`config.mk`:
```
export PLATFORM = sky130hd
export DESIGN_NAME = tsh_ctrl
export DESIGN_NICKNAME = d
export VERILOG_FILES = /design/src/hw/rtl/tsh_pkg.sv /design/src/hw/rtl/tsh_ctrl.sv
export SDC_FILE = /design/constraint.sdc
export NUM_CORES = 1
export LEC_CHECK = 0
export BUFFER_PORTS_ARGS = -buffer_cell sky130_fd_sc_hd__buf_2
export CELL_PAD_IN_SITES_DETAIL_PLACEMENT = 0
export CELL_PAD_IN_SITES_GLOBAL_PLACEMENT = 1
export CORE_AREA = 10 10 47 49
export CTS_CLUSTER_SIZE = 24
export DETAILED_ROUTE_END_ITERATION = 12
export DIE_AREA = 0 0 57 59
export PLACE_DENSITY = 0.66
export SYNTH_ARGS = -nofsm -noshare
export SYNTH_HDL_FRONTEND = slang
export SYNTH_SLANG_ARGS = --single-unit
```
`constraint.sdc`:
```
create_clock -name clk -period 2.1 [get_ports clk]
set_clock_uncertainty 0.1 [all_clocks]
set_input_delay 0.21 -clock clk [delete_from_list [all_inputs] [get_ports clk]]
set_output_delay 0.21 -clock clk [all_outputs]
set_load 0.1 [all_outputs]
```
`src/hw/rtl/tsh_pkg.sv`:
```
// Shared types, constants and trit helpers for the ternary sponge hash unit.
`default_nettype none

package tsh_pkg;

    // Geometry of the sponge
    localparam int STATE_TRITS      = 729;
    localparam int RATE_TRITS       = 243;
    localparam int WALK_UP          = 364;
    localparam int DEF_ROUND_COUNT  = 27;
    localparam int POS_W            = 8;
    localparam int IDX_W            = 10;

    // Operation codes carried in s_tuser
    localparam logic [1:0] OP_ABSORB  = 2'd0;
    localparam logic [1:0] OP_SQUEEZE = 2'd1;
    localparam logic [1:0] OP_CLEAR   = 2'd2;

    // Balanced trit encodings, two's complement
    localparam logic [1:0] TRIT_ZERO = 2'b00;
    localparam logic [1:0] TRIT_POS  = 2'b01;
    localparam logic [1:0] TRIT_NEG  = 2'b11;

    // Round truth table, indexed by (a+1) + 3*(b+1)
    localparam logic [1:0] MIX_TABLE [9] = '{
        TRIT_POS, TRIT_ZERO, TRIT_NEG,
        TRIT_POS, TRIT_NEG,  TRIT_ZERO,
        TRIT_NEG, TRIT_POS,  TRIT_ZERO
    };

    // Controller to datapath commands
    typedef struct packed {
        logic accept;
        logic run_round;
    } tsh_cmd_t;

    // Datapath to controller status
    typedef struct packed {
        logic perm_req;
    } tsh_status_t;

    // Raw input pattern to a stored trit; the pattern -2 saturates to -1
    function automatic logic [1:0] trit_decode(input logic [1:0] raw);
        logic [1:0] t;
        case (raw)
            2'b00:   t = TRIT_ZERO;
            2'b01:   t = TRIT_POS;
            default: t = TRIT_NEG;
        endcase
        return t;
    endfunction

    // Stored trit plus one, range 0..2
    function automatic logic [3:0] trit_bias(input logic [1:0] t);
        logic [3:0] v;
        case (t)
            TRIT_ZERO: v = 4'd1;
            TRIT_POS:  v = 4'd2;
            default:   v = 4'd0;
        endcase
        return v;
    endfunction

    // One cell of a round: new trit from two snapshot trits
    function automatic logic [1:0] mix_lookup(input logic [1:0] a, input logic [1:0] b);
        logic [3:0] idx;
        idx = trit_bias(a) + 4'(3 * trit_bias(b));
        return MIX_TABLE[idx];
    endfunction

endpackage

`default_nettype wire

```
`src/hw/rtl/tsh_ctrl.sv`:
```
// Controller state machine: request handshake, output valid and round sequencing.
`default_nettype none

module tsh_ctrl
    import tsh_pkg::*;
#(
    parameter int ROUND_COUNT = DEF_ROUND_COUNT
) (
    input  wire logic        clk,
    input  wire logic        rst_n,
    input  wire logic        s_tvalid,
    output logic             s_tready,
    output logic             m_tvalid,
    input  wire logic        m_tready,
    input  wire tsh_status_t status,
    output tsh_cmd_t         cmd
);

    localparam int RW = (ROUND_COUNT > 1) ? $clog2(ROUND_COUNT) : 1;

    localparam logic ST_IDLE  = 1'b0;
    localparam logic ST_ROUND = 1'b1;

    logic          state_reg, state_next;
    logic [RW-1:0] round_cnt_reg, round_cnt_next;
    logic          m_tvalid_reg, m_tvalid_next;
    logic          accept;

    // Take a request only when idle and the output slot is free or draining
    assign s_tready = (state_reg == ST_IDLE) && (!m_tvalid_reg || m_tready);
    assign accept   = s_tvalid && s_tready;
    assign m_tvalid = m_tvalid_reg;

    assign cmd.accept    = accept;
    assign cmd.run_round = (state_reg == ST_ROUND);

    // Next state and round counter
    always_comb
    begin
        state_next     = state_reg;
        round_cnt_next = round_cnt_reg;
        case (state_reg)
            ST_IDLE:
            begin
                if (accept && status.perm_req)
                begin
                    state_next     = ST_ROUND;
                    round_cnt_next = RW'(ROUND_COUNT - 1);
                end
            end
            ST_ROUND:
            begin
                if (round_cnt_reg == '0)
                begin
                    state_next = ST_IDLE;
                end
                else
                begin
                    round_cnt_next = round_cnt_reg - 1'b1;
                end
            end
            default:
            begin
                state_next = ST_IDLE;
            end
        endcase
    end

    // Output valid: set by each request, cleared when taken
    always_comb
    begin
        if (accept)
        begin
            m_tvalid_next = 1'b1;
        end
        else if (m_tready)
        begin
            m_tvalid_next = 1'b0;
        end
        else
        begin
            m_tvalid_next = m_tvalid_reg;
        end
    end

    always_ff @(posedge clk or negedge rst_n)
    begin
        if (!rst_n)
        begin
            state_reg     <= ST_IDLE;
            round_cnt_reg <= '0;
            m_tvalid_reg  <= 1'b0;
        end
        else
        begin
            state_reg     <= state_next;
            round_cnt_reg <= round_cnt_next;
            m_tvalid_reg  <= m_tvalid_next;
        end
    end

endmodule

`default_nettype wire

```
==> flow_summary.json, run 1 <==
{
  "arrival_ns": 1.49,
  "grt_pass1_vias": 337,
  "fmax_ghz": 0.556,
  "synth-async-reset-ratio": 1.00,
  "insertion_delay_ns": 0.25,
  "viasPerCell": 4.71,
  "cts_made_buffers": 3,
  "ys_types": 18,
  "syn_area_um2": 385,
  "grt_usage": 0.0581,
  "coreArea_mm2": 0.00140,
  "critPathRequiredTime_ns": 1.79,
  "cp_slowest_stage_delay_ns": 0.50,
  "largest_reg_flops": 5,
  "grt_max_degree": 9,
  "crit_start": "state_reg",
  "setup_viol": 0,
  "final_cell_mix": "8 x buf_2, 7 x dfrtp_1, 4 x inv_1, 4 x nand2_1",
  "drv_cap": 0,
  "fill_cells": 169,
  "finalHoldViolCount": 0,
  "grt-ovfl-total": 0,
  "antenna_found_initial": 0,
  "worst_pin_slew_ns": 0.490,
  "crit_buf_inv": 2,
  "rsz0062_at_grt": "false",
  "clkSinkCount": 7,
  "cp_top_family": "buffers and inverters",
  "status": "completed",
  "cts_tree": "yes",
  "cp-end-kind": "output pin",
  "dr.pass1.iters": 3,
  "die_y_um": 59,
  "drtIter0Drc": 7,
  "slew_violations": 0,
  "cp_slowest_cell": "dfrtp_1",
  "cp_max_fo": 8,
  "cts_root_buf": "clkbuf_4",
  "timing.rr.start": "round_cnt_reg[0]",
  "final-seq-area_um2": 175,
  "hp-class": "input pin to flip-flop",
  "detail-route-antenna-nets": 0,
  "yosysSeqAreaShare": 0.455,
  "reg2reg_to": "round_cnt_reg[1]",
  "place.gp.congestion": 0.617,
  "grt_pass1_wl_um": 1480,
  "drt-wirelength-per-cell_um": 12.8,
  "synth.net_count": 44,
  "synth_edf_count": 0,
  "rows": 14,
  "multi_input_area_um2": 188,
  "io_pins": 9,
  "cts_buffer_depth": 2,
  "timing.critical_path.to": "cmd[1]",
  "postSynthCellCount": 38,
  "dieArea_mm2": 0.00336,
  "path_cells": "inv_1, nand2_1, nor2_1, buf_2",
  "r2r_slack_ns": 0.38,
  "cp-start-kind": "flip-flop",
  "vias": 306,
  "rr_worst_depth": 5,
  "ys_ff_latch": 7,
  "final_layout_size_suffix_gt1_frac": 0.327,
  "wl_um": 831,
  "diodes": 0,
  "start_util": 0.275,
  "synthFlopType": "dfrtp_1",
  "final_common_cell": "buf_2",
  "path_clk_slew_ns": 0.06,
  "area_delta_synth_final_pct": 23.1,
  "finalSetupTns_ns": 0,
  "fin_crit_ns": 1.80,
  "hpwl_um": 658,
  "yosysWarnings": 0,
  "syn-mean-instance-area_um2": 10.1,
  "die_w_um": 57,
  "slew_headroom": 0.676,
  "drc": 0,
  "layout.nets": 56,
  "post-route-period-util": 0.856,
  "htree_levels": 1,
  "critPathKind": "flip-flop to output pin",
  "numPortBuffers": 8,
  "cp.depth": 4
}
[worst min path at each step]
stage / start / end / slack (ns) / cells after the start
2_1_floorplan: rst_n / m_tvalid / -0.19 / 0
3_3_place_gp: rst_n / round_cnt_reg[4] / -0.05 / 1
3_5_place_dp: rst_n / round_cnt_reg[2] / -0.04 / 1
4_1_cts: s_tvalid / m_tvalid / 0.09 / 3
5_1_grt: s_tvalid / m_tvalid / 0.11 / 3
6_report: s_tvalid / m_tvalid / 0.10 / 3
[Yosys cell counts (2+ instances only)]
cell type  n  area (um2)
o31ai_1    2        15.0
inv_1      4        15.0
nand2_1    4        15.0
buf_4      2        15.0
nand3_1    3        15.0
nor2_1     4        15.0
dfrtp_1    7         175
nor3_1     2        10.0
[routing by layer]
layer	track usage	share of wire	wire, um	vias to the layer above
met2	0.0930	0.52	433	4
met5	0	0	0	-
li1	-	-	-	157
met1	0.0552	0.42	345	143
met3	0.0472	0.053	44	2
met4	0.0201	0.0096	8	0
[logic make-up after synthesis]
| group | share of synthesized area |
|---|---|
| AOI/OAI and AO/OA | 0.201 |
| adders and majority gates | 0.0325 |
| buffers and inverters | 0.0779 |
| DFF | 0.455 |
| and+or+nand+nor | 0.234 |
[repair_timing]
action,CTS,global route
buffers inserted,0,0
hold endpoints to repair,7,0
resized for setup,0,0
hold buffers,1,0
[tightest hold or removal path: cells and delay by family]
kind	cells	cell delay, ns
buf+inv	1	0.09
simple gates	2	0.12
[final cells by class]
cell class | instances | area share
Clock buffer | 4 | 0.0554
Inverter | 4 | 0.0317
Multi-Input combinational cell | 25 | 0.396
Sequential cell | 7 | 0.369
Tap cell | 16 | 0.0422
Timing Repair Buffer | 9 | 0.106
[through the flow]
step	area, um2	std cells	utilization	hold WS, ns	setup slack, ns
finish	474	65	0.338	0.104	0.302
global placement	438	60	0.313	-0.0466	0.386
floorplan	393	38	-	-0.186	0.243
detailed placement	438	60	0.313	-0.0435	0.379
global route	474	65	0.338	0.106	0.221
CTS	474	65	0.338	0.0926	0.278
Power of run 1 is left out: the tool's default activity adds up to more than one toggle a clock period on the data nets, which glitch-free logic cannot reach.
==> run 2: changes to the inputs <==
--- a/config.mk
+++ b/config.mk
@@ -5,7 +5,7 @@
 export SDC_FILE = /design/constraint.sdc
 export NUM_CORES = 1
 export LEC_CHECK = 0
-export BUFFER_PORTS_ARGS = -buffer_cell sky130_fd_sc_hd__buf_2
+export BUFFER_PORTS_ARGS = -buffer_cell sky130_fd_sc_hd__buf_4
 export CELL_PAD_IN_SITES_DETAIL_PLACEMENT = 0
 export CELL_PAD_IN_SITES_GLOBAL_PLACEMENT = 1
 export CORE_AREA = 10 10 47 49
==> flow_summary.json, run 2 (synthesis gave the netlist of run 1 again) <==
{
  "dr.pass1.iters": 1,
  "layout.nets": 56,
  "cts_resized": 0,
  "die_y_um": 59,
  "fmax_ghz": 0.582,
  "detail-route-antenna-nets": 0,
  "wl_um": 785,
  "hpwl_um": 653,
  "cts_buffer_depth": 2,
  "cts_root_buf": "clkbuf_4",
  "fin_hold_ws_ns": 0.0944,
  "grt_pass1_vias": 297,
  "critPathRequiredTime_ns": 2.12,
  "wl_met2_um": 410,
  "status": "completed",
  "postCtsHoldBufs": 1,
  "grt_max_degree": 9,
  "drt-wirelength-per-cell_um": 12.1,
  "fin_crit_ns": 1.72,
  "cp_max_fo": 4,
  "worst_pin_slew_ns": 0.345,
  "post-route-period-util": 0.819,
  "io_pins": 9,
  "final_cell_mix": "8 x buf_4, 7 x dfrtp_1, 4 x inv_1, 4 x nand2_1",
  "grt_usage": 0.0499,
  "final_layout_size_suffix_gt1_frac": 0.327,
  "drv_cap": 0,
  "post-cts-setup-buffer-count": 0,
  "die_w_um": 57,
  "cts_made_buffers": 3,
  "rsz0062_at_grt": "false",
  "cp-end-kind": "flip-flop",
  "dieArea_mm2": 0.00336,
  "path_clk_slew_ns": 0.05,
  "antenna_found_initial": 0,
  "viasPerCell": 4.57,
  "met3WireLength_um": 35,
  "place.gp.congestion": 0.766,
  "r2r_slack_ns": 0.38,
  "finalSetupTns_ns": 0,
  "largest_reg_flops": 5,
  "cts_tree": "yes",
  "highest_layer": "met3",
  "critPathKind": "flip-flop to flip-flop",
  "vias": 297,
  "diodes": 0,
  "arrival_ns": 1.74,
  "met1_length_um": 339,
  "clkSinkCount": 7,
  "slew_violations": 0,
  "numPortBuffers": 8,
  "cp-start-kind": "flip-flop",
  "start_util": 0.275,
  "path_cells": "inv_1, ha_1, or4b_4, a32oi_4, a21boi_0",
  "hp-class": "input pin to flip-flop",
  "cp_slowest_stage_delay_ns": 0.50,
  "setup_viol": 0,
  "grt-ovfl-total": 0,
  "rows": 14,
  "insertion_delay_ns": 0.25,
  "final_common_cell": "buf_4",
  "finalHoldViolCount": 0,
  "drc": 0,
  "slew_headroom": 0.770,
  "htree_levels": 1,
  "area_delta_synth_final_pct": 28.2,
  "grt_pass1_wl_um": 1270,
  "drtIter0Drc": 0,
  "cp_slowest_cell": "or4b_4",
  "coreArea_mm2": 0.00140
}
## run 2: cell types whose count changed in the layout (fill, tap and decap cells not counted)
cell	previous run	this run
buf_4	0	8
buf_2	8	0
## run 2: area by class of cell
type                    instances  area [um2]
inverters                       4        15.0
well taps                      16        20.0
flip-flops and latches          7         175
repair buffers                  9        70.1
clock buffers                   4        26.3
multi-input cells              25         188
fillers                       160         907
## run 2: path summary, 6_finish.rpt
check | end | cells after the start | from
worst max-delay path | round_cnt_reg[1] | 5 | round_cnt_reg[0]
worst min-delay path | m_tvalid | 3 | s_tvalid
worst max register to register | round_cnt_reg[1] | 5 | round_cnt_reg[0]
worst min register to register | round_cnt_reg[4] | 2 | round_cnt_reg[4]
max in group asynchronous | round_cnt_reg[3] | 2 | rst_n
min in group asynchronous | round_cnt_reg[4] | 2 | rst_n
## run 2: worst max-delay path, delay by kind of cell, from the launching register on
family          cells  cell delay, ns
flops               1            0.40
buf+inv             1            0.09
compound gates      2            0.34
simple gates        1            0.50
fa+ha+maj           1            0.16
## run 2: stage by stage
stage | util | instance area, um2 | cells | setup WS, ns
global placement | 0.327 | 458 | 60 | 0.405
finish | 0.353 | 494 | 65 | 0.380
CTS | 0.353 | 494 | 65 | 0.374
floorplan | - | 393 | 38 | 0.243
global route | 0.353 | 494 | 65 | 0.303
detailed placement | 0.327 | 458 | 60 | 0.389
## run 2: per-layer routing
metal,vias up,global-route usage
met1,142,0.0469
met2,2,0.0791
li1,153,-
met5,-,0
met4,0,0.0503
met3,0,0.0215
Power of run 2 is left out for the same reason.
